## config.mk

```make
export PLATFORM = sky130hd
export DESIGN_NAME = integer_to_ascii_formatter
export DESIGN_NICKNAME = d
export VERILOG_FILES = /design/src/design/itoa_pkg.sv /design/src/design/itoa_ctrl.sv /design/src/design/itoa_dpath.sv /design/src/design/integer_to_ascii_formatter.sv
export SDC_FILE = /design/constraint.sdc
export NUM_CORES = 1
export LEC_CHECK = 0
export BUFFER_PORTS_ARGS = -buffer_cell sky130_fd_sc_hd__buf_4
export CAP_MARGIN = 20
export CORE_MARGIN = 2
export CORE_UTILIZATION = 53
export CTS_CLUSTER_DIAMETER = 80
export CTS_CLUSTER_SIZE = 24
export DETAILED_ROUTE_END_ITERATION = 16
export PLACE_DENSITY = 0.81
export SLEW_MARGIN = 5
export SYNTH_ARGS = -nofsm -noshare
export SYNTH_HDL_FRONTEND = slang
export SYNTH_SLANG_ARGS = --single-unit
```

## constraint.sdc

```tcl
create_clock -name aclk -period 6.2 [get_ports aclk]
set_clock_uncertainty 0.05 [all_clocks]
set_input_delay 0.62 -clock aclk [delete_from_list [all_inputs] [get_ports aclk]]
set_output_delay 0.62 -clock aclk [all_outputs]
set_load 0.02 [all_outputs]
```

## src/design/itoa_pkg.sv

```systemverilog
`default_nettype none

package itoa_pkg;

    // Default datapath width for the converted number
    localparam int VALUE_WIDTH_DEFAULT = 64;

    // Digit register: 20 nibbles cover any 64-bit decimal and 16 hex nibbles
    localparam int NUM_DIGITS   = 20;
    localparam int DIGIT_BITS   = 4 * NUM_DIGITS;
    localparam int DIGIT_CNT_W  = $clog2(NUM_DIGITS + 1);

    localparam int COUNT_W      = 31;
    localparam logic [COUNT_W-1:0] COUNT_MAX = {COUNT_W{1'b1}};

    // Action codes
    localparam logic [2:0] ACT_SDEC = 3'd0;
    localparam logic [2:0] ACT_UDEC = 3'd1;
    localparam logic [2:0] ACT_HEX  = 3'd2;
    localparam logic [2:0] ACT_PTR  = 3'd3;
    localparam logic [2:0] ACT_LIT  = 3'd4;

    // Size codes
    localparam logic [1:0] SIZE_8  = 2'd0;
    localparam logic [1:0] SIZE_16 = 2'd1;
    localparam logic [1:0] SIZE_32 = 2'd2;
    localparam logic [1:0] SIZE_64 = 2'd3;

    // Configuration register indexes
    localparam logic [0:0] CFG_OUTPUT_LIMIT     = 1'b0;
    localparam logic [0:0] CFG_CONVERT_NEWLINES = 1'b1;

    // ASCII codes
    localparam logic [7:0] ASCII_ZERO  = 8'h30;
    localparam logic [7:0] ASCII_UPPER = 8'h41;
    localparam logic [7:0] ASCII_MINUS = 8'h2D;
    localparam logic [7:0] ASCII_X     = 8'h78;
    localparam logic [7:0] ASCII_CR    = 8'h0D;
    localparam logic [7:0] ASCII_LF    = 8'h0A;
    localparam logic [3:0] DEC_RADIX   = 4'd10;

    typedef enum logic [3:0] {
        ST_IDLE,
        ST_MINUS,
        ST_DABBLE,
        ST_ZERO,
        ST_X,
        ST_SCAN,
        ST_DIGIT,
        ST_CR,
        ST_LIT
    } state_t;

    typedef enum logic [2:0] {
        CH_MINUS,
        CH_ZERO,
        CH_X,
        CH_CR,
        CH_LIT,
        CH_DIGIT
    } char_sel_t;

    typedef struct packed {
        logic      load;
        logic      dabble;
        logic      shift;
        logic      emit;
        char_sel_t sel;
        logic      last;
    } cmd_t;

    typedef struct packed {
        logic neg;
        logic crlf;
        logic top_zero;
        logic out_free;
    } status_t;

endpackage

`default_nettype wire

```

## src/design/itoa_ctrl.sv

```systemverilog
`default_nettype none

module itoa_ctrl #(
    parameter int VALUE_WIDTH = itoa_pkg::VALUE_WIDTH_DEFAULT
) (
    input  wire logic             aclk,
    input  wire logic             aresetn,
    input  wire logic             in_valid,
    input  wire logic [2:0]       action,
    output logic                  in_ready,
    input  wire itoa_pkg::status_t sts,
    output itoa_pkg::cmd_t        cmd
);

    localparam int BIT_CNT_W = $clog2(VALUE_WIDTH + 1);
    localparam logic [BIT_CNT_W-1:0] BIT_CNT_LOAD = BIT_CNT_W'(VALUE_WIDTH);
    localparam logic [BIT_CNT_W-1:0] BIT_CNT_ONE  = BIT_CNT_W'(1);
    localparam logic [itoa_pkg::DIGIT_CNT_W-1:0] DIG_LOAD =
        itoa_pkg::DIGIT_CNT_W'(itoa_pkg::NUM_DIGITS);
    localparam logic [itoa_pkg::DIGIT_CNT_W-1:0] DIG_ONE = itoa_pkg::DIGIT_CNT_W'(1);

    itoa_pkg::state_t state_reg, state_next;
    logic [BIT_CNT_W-1:0] bit_cnt_reg, bit_cnt_next;
    logic [itoa_pkg::DIGIT_CNT_W-1:0] dig_cnt_reg, dig_cnt_next;

    always_ff @(posedge aclk) begin
        if (!aresetn) begin
            state_reg   <= itoa_pkg::ST_IDLE;
            bit_cnt_reg <= '0;
            dig_cnt_reg <= '0;
        end else begin
            state_reg   <= state_next;
            bit_cnt_reg <= bit_cnt_next;
            dig_cnt_reg <= dig_cnt_next;
        end
    end

    always_comb begin
        state_next   = state_reg;
        bit_cnt_next = bit_cnt_reg;
        dig_cnt_next = dig_cnt_reg;
        in_ready     = 1'b0;
        cmd          = '{load: 1'b0, dabble: 1'b0, shift: 1'b0, emit: 1'b0,
                         sel: itoa_pkg::CH_DIGIT, last: 1'b0};
        unique case (state_reg)
            itoa_pkg::ST_IDLE: begin
                in_ready = 1'b1;
                if (in_valid) begin
                    cmd.load     = 1'b1;
                    bit_cnt_next = BIT_CNT_LOAD;
                    dig_cnt_next = DIG_LOAD;
                    unique case (action)
                        itoa_pkg::ACT_SDEC:
                            state_next = sts.neg ? itoa_pkg::ST_MINUS : itoa_pkg::ST_DABBLE;
                        itoa_pkg::ACT_UDEC: state_next = itoa_pkg::ST_DABBLE;
                        itoa_pkg::ACT_HEX:  state_next = itoa_pkg::ST_SCAN;
                        itoa_pkg::ACT_PTR:  state_next = itoa_pkg::ST_ZERO;
                        itoa_pkg::ACT_LIT:
                            state_next = sts.crlf ? itoa_pkg::ST_CR : itoa_pkg::ST_LIT;
                        default:            state_next = itoa_pkg::ST_IDLE;
                    endcase
                end
            end
            itoa_pkg::ST_MINUS: begin
                cmd.sel = itoa_pkg::CH_MINUS;
                if (sts.out_free) begin
                    cmd.emit   = 1'b1;
                    state_next = itoa_pkg::ST_DABBLE;
                end
            end
            itoa_pkg::ST_DABBLE: begin
                cmd.dabble   = 1'b1;
                bit_cnt_next = bit_cnt_reg - BIT_CNT_ONE;
                if (bit_cnt_reg == BIT_CNT_ONE) begin
                    state_next = itoa_pkg::ST_SCAN;
                end
            end
            itoa_pkg::ST_ZERO: begin
                cmd.sel = itoa_pkg::CH_ZERO;
                if (sts.out_free) begin
                    cmd.emit   = 1'b1;
                    state_next = itoa_pkg::ST_X;
                end
            end
            itoa_pkg::ST_X: begin
                cmd.sel = itoa_pkg::CH_X;
                if (sts.out_free) begin
                    cmd.emit   = 1'b1;
                    state_next = itoa_pkg::ST_SCAN;
                end
            end
            itoa_pkg::ST_SCAN: begin
                // drop leading zeros, keep at least one digit
                if (sts.top_zero && dig_cnt_reg != DIG_ONE) begin
                    cmd.shift    = 1'b1;
                    dig_cnt_next = dig_cnt_reg - DIG_ONE;
                end else begin
                    state_next = itoa_pkg::ST_DIGIT;
                end
            end
            itoa_pkg::ST_DIGIT: begin
                cmd.sel  = itoa_pkg::CH_DIGIT;
                cmd.last = (dig_cnt_reg == DIG_ONE);
                if (sts.out_free) begin
                    cmd.emit     = 1'b1;
                    cmd.shift    = 1'b1;
                    dig_cnt_next = dig_cnt_reg - DIG_ONE;
                    if (dig_cnt_reg == DIG_ONE) begin
                        state_next = itoa_pkg::ST_IDLE;
                    end
                end
            end
            itoa_pkg::ST_CR: begin
                cmd.sel = itoa_pkg::CH_CR;
                if (sts.out_free) begin
                    cmd.emit   = 1'b1;
                    state_next = itoa_pkg::ST_LIT;
                end
            end
            itoa_pkg::ST_LIT: begin
                cmd.sel  = itoa_pkg::CH_LIT;
                cmd.last = 1'b1;
                if (sts.out_free) begin
                    cmd.emit   = 1'b1;
                    state_next = itoa_pkg::ST_IDLE;
                end
            end
            default: begin
                state_next = itoa_pkg::ST_IDLE;
            end
        endcase
    end

endmodule

`default_nettype wire

```

## src/design/itoa_dpath.sv

```systemverilog
`default_nettype none

module itoa_dpath #(
    parameter int VALUE_WIDTH = itoa_pkg::VALUE_WIDTH_DEFAULT
) (
    input  wire logic              aclk,
    input  wire logic              aresetn,
    input  wire logic              cfg_wr_en,
    input  wire logic [0:0]        cfg_index,
    input  wire logic [30:0]       cfg_wdata,
    input  wire logic [2:0]        action,
    input  wire logic [1:0]        size_code,
    input  wire logic [63:0]       value,
    input  wire logic              restart,
    input  wire itoa_pkg::cmd_t    cmd,
    output itoa_pkg::status_t      sts,
    input  wire logic              out_ready,
    output logic                   out_valid,
    output logic [7:0]             out_char,
    output logic                   out_in_limit,
    output logic [itoa_pkg::COUNT_W-1:0] out_position,
    output logic                   out_last
);

    localparam int DB = itoa_pkg::DIGIT_BITS;
    localparam logic [63:0] VW_MASK = (64'd1 << VALUE_WIDTH) - 64'd1;
    localparam logic [6:0]  VW_BITS = 7'(VALUE_WIDTH);

    logic [itoa_pkg::COUNT_W-1:0] limit_reg;
    logic                         conv_reg;
    logic [7:0]                   prev_reg;
    logic [itoa_pkg::COUNT_W-1:0] count_reg, count_next;
    logic [VALUE_WIDTH-1:0]       bin_reg, bin_next;
    logic [DB-1:0]                dig_reg, dig_next;

    logic                         valid_reg;
    logic [7:0]                   char_reg;
    logic                         lim_reg;
    logic [itoa_pkg::COUNT_W-1:0] pos_reg;
    logic                         last_reg;

    logic [63:0] size_mask;
    logic [63:0] v_m;
    logic [63:0] mag;
    logic [6:0]  w_eff;
    logic [6:0]  w_size;
    logic        sign_bit;
    logic [DB-1:0] dig_adj;
    logic [3:0]  top_dig;
    logic [7:0]  dig_char;
    logic [7:0]  emit_char;

    // cut the value to the chosen size, never wider than the datapath
    always_comb begin
        unique case (size_code)
            itoa_pkg::SIZE_8:  begin size_mask = 64'h0000_0000_0000_00FF; w_size = 7'd8;  end
            itoa_pkg::SIZE_16: begin size_mask = 64'h0000_0000_0000_FFFF; w_size = 7'd16; end
            itoa_pkg::SIZE_32: begin size_mask = 64'h0000_0000_FFFF_FFFF; w_size = 7'd32; end
            itoa_pkg::SIZE_64: begin size_mask = 64'hFFFF_FFFF_FFFF_FFFF; w_size = 7'd64; end
            default:           begin size_mask = 64'hFFFF_FFFF_FFFF_FFFF; w_size = 7'd64; end
        endcase
        w_eff    = (w_size > VW_BITS) ? VW_BITS : w_size;
        v_m      = value & size_mask & VW_MASK;
        sign_bit = v_m[6'(w_eff - 7'd1)];
        mag      = (action == itoa_pkg::ACT_SDEC && sign_bit)
                   ? (((~v_m) & size_mask & VW_MASK) + 64'd1) : v_m;
    end

    // add 3 to every BCD digit of five or more ahead of the shift
    always_comb begin
        for (int i = 0; i < itoa_pkg::NUM_DIGITS; i++) begin
            dig_adj[4*i +: 4] = (dig_reg[4*i +: 4] >= 4'd5)
                                ? dig_reg[4*i +: 4] + 4'd3 : dig_reg[4*i +: 4];
        end
    end

    assign top_dig  = dig_reg[DB-1 -: 4];
    assign dig_char = (top_dig < itoa_pkg::DEC_RADIX)
                      ? itoa_pkg::ASCII_ZERO + {4'd0, top_dig}
                      : itoa_pkg::ASCII_UPPER + {4'd0, top_dig - itoa_pkg::DEC_RADIX};

    always_comb begin
        unique case (cmd.sel)
            itoa_pkg::CH_MINUS: emit_char = itoa_pkg::ASCII_MINUS;
            itoa_pkg::CH_ZERO:  emit_char = itoa_pkg::ASCII_ZERO;
            itoa_pkg::CH_X:     emit_char = itoa_pkg::ASCII_X;
            itoa_pkg::CH_CR:    emit_char = itoa_pkg::ASCII_CR;
            itoa_pkg::CH_LIT:   emit_char = prev_reg;
            itoa_pkg::CH_DIGIT: emit_char = dig_char;
            default:            emit_char = dig_char;
        endcase
    end

    always_comb begin
        bin_next   = bin_reg;
        dig_next   = dig_reg;
        count_next = count_reg;
        priority if (cmd.load) begin
            bin_next = mag[VALUE_WIDTH-1:0];
            dig_next = (action == itoa_pkg::ACT_HEX || action == itoa_pkg::ACT_PTR)
                       ? {{(DB-64){1'b0}}, v_m} : '0;
            if (restart) begin
                count_next = '0;
            end
        end else if (cmd.dabble) begin
            dig_next = {dig_adj[DB-2:0], bin_reg[VALUE_WIDTH-1]};
            bin_next = {bin_reg[VALUE_WIDTH-2:0], 1'b0};
        end else if (cmd.shift) begin
            dig_next = {dig_reg[DB-5:0], 4'd0};
        end
        if (cmd.emit && count_reg != itoa_pkg::COUNT_MAX) begin
            count_next = count_reg + itoa_pkg::COUNT_W'(1);
        end
    end

    always_ff @(posedge aclk) begin
        if (!aresetn) begin
            limit_reg <= itoa_pkg::COUNT_MAX;
            conv_reg  <= 1'b0;
            prev_reg  <= 8'd0;
            count_reg <= '0;
            valid_reg <= 1'b0;
        end else begin
            if (cfg_wr_en) begin
                unique case (cfg_index)
                    itoa_pkg::CFG_OUTPUT_LIMIT:     limit_reg <= cfg_wdata;
                    itoa_pkg::CFG_CONVERT_NEWLINES: conv_reg  <= cfg_wdata[0];
                    default: ;
                endcase
            end
            if (cmd.load && action == itoa_pkg::ACT_LIT) begin
                prev_reg <= value[7:0];
            end
            count_reg <= count_next;
            if (cmd.emit) begin
                valid_reg <= 1'b1;
            end else if (out_ready) begin
                valid_reg <= 1'b0;
            end
        end
    end

    always_ff @(posedge aclk) begin
        bin_reg <= bin_next;
        dig_reg <= dig_next;
        if (cmd.emit) begin
            char_reg <= emit_char;
            lim_reg  <= (count_reg < limit_reg);
            pos_reg  <= count_reg;
            last_reg <= cmd.last;
        end
    end

    assign sts.neg      = sign_bit;
    assign sts.crlf     = conv_reg && value[7:0] == itoa_pkg::ASCII_LF
                          && prev_reg != itoa_pkg::ASCII_CR;
    assign sts.top_zero = (top_dig == 4'd0);
    assign sts.out_free = !valid_reg || out_ready;

    assign out_valid    = valid_reg;
    assign out_char     = char_reg;
    assign out_in_limit = lim_reg;
    assign out_position = pos_reg;
    assign out_last     = last_reg;

endmodule

`default_nettype wire

```

## src/design/integer_to_ascii_formatter.sv

```systemverilog
// Integer to ASCII formatter.
// Input stream (s_*): one word per conversion request; s_tuser picks the
// conversion (signed/unsigned decimal, hex, 0x-prefixed hex, literal) and
// the operand size, s_tdata carries the value and the restart flag.
// Output stream (m_*): one word per ASCII character, with its position in
// the running count and an in-limit flag; m_tlast marks the last character
// of each request. Config writes go through cfg_wr_en/cfg_index/cfg_wdata
// and must only happen while the block is idle.
// Sequencing: one request at a time. A decimal request is accepted, emits
// an optional minus sign, runs shift-and-add-3 over all VALUE_WIDTH bits,
// then skips leading zeros and outputs the digits (one character a cycle
// while the receiver keeps up). Hex skips leading zeros and outputs digits,
// after a 0x prefix for a pointer; a literal emits an optional CR, then the
// character. Each character appears on m_* the cycle after the state that
// emits it. A single output register sits on m_*; when the receiver stalls,
// the sequencer holds its current character until the register frees up.
// Reset (aresetn low, synchronous) clears the count, the previous literal
// character and the output valid, and restores the config defaults.
`default_nettype none

module integer_to_ascii_formatter #(
    parameter int VALUE_WIDTH = itoa_pkg::VALUE_WIDTH_DEFAULT
) (
    input  wire logic        aclk,
    input  wire logic        aresetn,
    input  wire logic        cfg_wr_en,
    input  wire logic [0:0]  cfg_index,
    input  wire logic [30:0] cfg_wdata,
    input  wire logic        s_tvalid,
    output logic             s_tready,
    input  wire logic [71:0] s_tdata,   // [63:0] value, [64] restart, [71:65] zero
    input  wire logic [4:0]  s_tuser,   // [2:0] action, [4:3] size_code
    output logic             m_tvalid,
    input  wire logic        m_tready,
    output logic [39:0]      m_tdata,   // [7:0] char_code, [8] in_limit, [39:9] position
    output logic             m_tlast
);

    itoa_pkg::cmd_t    cmd;
    itoa_pkg::status_t sts;

    itoa_ctrl #(
        .VALUE_WIDTH (VALUE_WIDTH)
    ) u_ctrl (
        .aclk     (aclk),
        .aresetn  (aresetn),
        .in_valid (s_tvalid),
        .action   (s_tuser[2:0]),
        .in_ready (s_tready),
        .sts      (sts),
        .cmd      (cmd)
    );

    itoa_dpath #(
        .VALUE_WIDTH (VALUE_WIDTH)
    ) u_dpath (
        .aclk         (aclk),
        .aresetn      (aresetn),
        .cfg_wr_en    (cfg_wr_en),
        .cfg_index    (cfg_index),
        .cfg_wdata    (cfg_wdata),
        .action       (s_tuser[2:0]),
        .size_code    (s_tuser[4:3]),
        .value        (s_tdata[63:0]),
        .restart      (s_tdata[64]),
        .cmd          (cmd),
        .sts          (sts),
        .out_ready    (m_tready),
        .out_valid    (m_tvalid),
        .out_char     (m_tdata[7:0]),
        .out_in_limit (m_tdata[8]),
        .out_position (m_tdata[39:9]),
        .out_last     (m_tlast)
    );

endmodule

`default_nettype wire

```

==> flow_summary_export.csv <==
group,metric,value,unit
outcome,status,"completed",
logic_synthesis,synth_commonest_cells,"nand2_1 (231), edfxtp_1 (185), o21ai_0 (149)",
floorplanning,die_w,181,um
power,ir_worst_vdd,0.307,mV
logic_synthesis,synth_top_area_frac,0.333,
global_routing,grtUsageTotal,0.268,
route,dr.pass1.iters,8,
placement,dp_hpwl,31400,um
cells_and_area,post-route-util,0.604,
cts,clkTransAtPathRegs,0.10,ns
floorplanning,floorplan.initialDensity,0.542,
placement,globalplace.congestion,0.922,
setup_path,path_class,"flip-flop to flip-flop",
power,leakage,7.29,nW
setup_path,cp_data_arrival_time,3.77,ns
placement,place_ws,2.29,ns
power,seq_power_share,0.436,
route,vias_per_cell,6.39,
cts,cts_tree,"done",
sta,fin_tns_setup,0,ns
setup_path,crit_required,6.43,ns
setup_path,worstPathCellList,"or4_1 -> inv_1 -> nand2_2 -> buf_4 -> nor2_1 -> a221o_1",
sta,final_max_slew_viol_count,0,
route,detail_route.iter0.violations,1796,
logic_synthesis,yosys-top-cells-area,"edfxtp_1 (33%), dfxtp_1 (11%), ha_1 (6.0%)",
floorplanning,io_pins,157,
cts,h-tree-depth,1,
setup_path,worst_path_largest_cell_delay,0.90,ns
sta,hold_violations,0,
floorplanning,die_y,181,um
cells_and_area,largest_reg_flops,80,
setup_path,r2r_cells,6,
setup_path,end_kind,"flip-flop",
sta,setup_viol,0,
cts,numCtsBuffers,16,
setup_path,crit_path_top_delay_cell,"dfxtp_1",
route,num_vias,15000,
cts,ctsResizeCount,0,
floorplanning,die_area,32900,um^2
cells_and_area,drive_gt1_frac,0.113,
power,p_switching,3.30,mW
setup_path,cp-endpoint,"u_dpath.dig_reg[4]$_DFFE_PP_",
sta,fin_ws,2.66,ns
cts,clockRootBuffer,"clkbuf_16",
cts,post_cts.repair.setup_buffers,0,
placement,io_buffers,149,
global_routing,grt_overflow_total,0,
cells_and_area,fin_nets,2134,
setup_path,reg2reg_slack,2.66,ns
logic_synthesis,syn-mean-instance-area,8.99,um^2
setup_path,r2r-start,"u_ctrl.state_reg[0]$_SDFFE_PN0P_",
run,drv_cap,0,
power,pwr-share-clk,0.143,
floorplanning,core_region_area,30800,um^2
route,wl_per_cell,19.3,um
logic_synthesis,synth_area_leader_cell,"edfxtp_1",
logic_synthesis,synthCells,1857,
setup_path,r2r-end,"u_dpath.dig_reg[4]$_DFFE_PP_",
sta,slew_headroom,0.255,
sta,worstMarginPinSlew,1.12,ns
sta,fmax,0.283,GHz
global_routing,antenna_found_initial,1,
cts,clk_latency,0.52,ns
cells_and_area,area_growth_syn_to_layout,11.5,%
power,power_frac_comb,0.421,
power,sw_frac_of_total,0.401,
logic_synthesis,ys_seq_area_frac,0.438,
logic_synthesis,synth_nets,2051,
route,routed_wl,45300,um
setup_path,start_kind,"flip-flop",
cts,hold_buffers,0,
logic_synthesis,ys_ff_latch,273,
logic_synthesis,synth_edf_count,185,
sta,rsz0062_at_grt,"no",
global_routing,grt_pass1_wl,72400,um
logic_synthesis,synthArstFlopShare,0,
floorplanning,fp-row-count,64,
power,p_int,4.93,mW
sta,period_share,0.571,
cts,cts_num_sinks,273,
logic_synthesis,yosysWarnings,0,
setup_path,critPathMaxFanout,70,
route,drtAntennaViolNets,0,
sta,period_needed,3.54,ns
logic_synthesis,ys.flop_type,"edfxtp_1",
route,route.detailed.drc,0,
global_routing,grt_pass1_vias,14000,
power,pwr_density_cell,442,nW/um^2
worst_hold_path,holdCritPathClass,"input port to flip-flop",
logic_synthesis,synth_cell_types,78,
cts,clk_path_buf_depth,3,
logic_synthesis,synth_most_common_cell,"nand2_1",
logic_synthesis,syn_area,16700,um^2
global_routing,grt_start_max_net_pins,81,
setup_path,critPathLaunch,"u_ctrl.state_reg[0]$_SDFFE_PN0P_",
## worst min-delay path by stage
stage / from / endpoint / slack [ns] / cells past startpoint
floorplan: u_dpath.conv_reg$_SDFFE_PN0P_ / u_dpath.conv_reg$_SDFFE_PN0P_ / 0.39 / 2
global placement: u_dpath.limit_reg[0]$_SDFFE_PN1P_ / u_dpath.limit_reg[0]$_SDFFE_PN1P_ / 0.42 / 2
detailed placement: u_dpath.limit_reg[0]$_SDFFE_PN1P_ / u_dpath.limit_reg[0]$_SDFFE_PN1P_ / 0.44 / 2
CTS: cfg_wdata[30] / u_dpath.limit_reg[30]$_SDFFE_PN1P_ / 0.27 / 3
global route: cfg_wdata[28] / u_dpath.limit_reg[28]$_SDFFE_PN1P_ / 0.27 / 3
finish: cfg_wdata[30] / u_dpath.limit_reg[30]$_SDFFE_PN1P_ / 0.28 / 3
## critical path, delay by kind of cell (launching register included)
family / cells / cell delay, ns
AND/OR/NAND/NOR: 3 / 1.09
AO/OA/AOI/OAI: 1 / 0.44
flip-flops: 1 / 0.90
buffers and inverters: 2 / 0.78
## logic make-up (layout without fill, tap and decap cells)
logic type,after synthesis,in the layout,share of synthesized area
AO/OA/AOI/OAI,491,491,0.189
XOR/XNOR,67,67,0.0351
adder cells (fa/ha/maj),80,80,0.0599
buffers and inverters,226,319,0.0525
flip-flops,273,273,0.438
multiplexers,15,15,0.00974
other,0,2,0
AND/OR/NAND/NOR,705,705,0.216
## layout by cell type (no fill, tap or decap), drive strengths merged, types with 9 or more instances in the layout
cell and instances:
and2 13, ha 80, dfxtp 88, nand3 44
nor3 57, a21oi 113, nor2 115, o21ai 150
a211oi 12, a22oi 33, edfxtp 185, nand2b 25
nor2b 29, a211o 9, nor4 34, and3 18
nor3b 22, buf 167, or4 21, a21o 12
and4 9, nand4 26, xnor2 50, o211ai 37
or3 28, xor2 17, mux2i 14, a31oi 24
nand2 231, o31ai 15, inv 128, o221ai 9
a221o 17, a222oi 16, clkbuf 24
## layer usage
| layer | vias to the layer above | wire length (um) | part of all wire | GRT usage |
|---|---|---|---|---|
| li1 | 6992 | - | - | - |
| met5 | - | 0 | 0 | 0 |
| met3 | 120 | 4420 | 0.098 | 0.0387 |
| met2 | 805 | 20600 | 0.45 | 0.427 |
| met1 | 7091 | 18700 | 0.41 | 0.369 |
| met4 | 0 | 1650 | 0.036 | 0.110 |
## through the flow
step | area (um^2) | power, mW | cells | hold slack (ns)
4_1_cts | 18500 | 8.18 | 2342 | 0.266
5_1_grt | 18600 | 8.79 | 2346 | 0.273
2_1_floorplan | 16700 | 5.94 | 1857 | 0.389
6_report | 18600 | 8.23 | 2348 | 0.279
3_5_place_dp | 18000 | 6.99 | 2314 | 0.436
3_3_place_gp | 18000 | 6.80 | 2314 | 0.419
## power groups by stage
stage	registers, mW	clock network [mW]	logic [mW]
after floorplan	3.58	0	2.36
after global placement	3.58	0	3.22
after detailed placement	3.61	0	3.38
after CTS	3.58	1.20	3.40
after global routing	3.68	1.26	3.86
final	3.59	1.18	3.46
## area by class of cell
class | instances | area, um^2
sequential | 273 | 7320
clock inverter | 4 | 40.0
timing repair buffer | 167 | 1290
inverter | 124 | 465
fill | 2566 | 12200
tap | 396 | 495
clock buffer | 24 | 473
multi-input combinational | 1358 | 8530
antenna | 2 | 5.00
No activity file was read; power rests on OpenSTA's default activity.
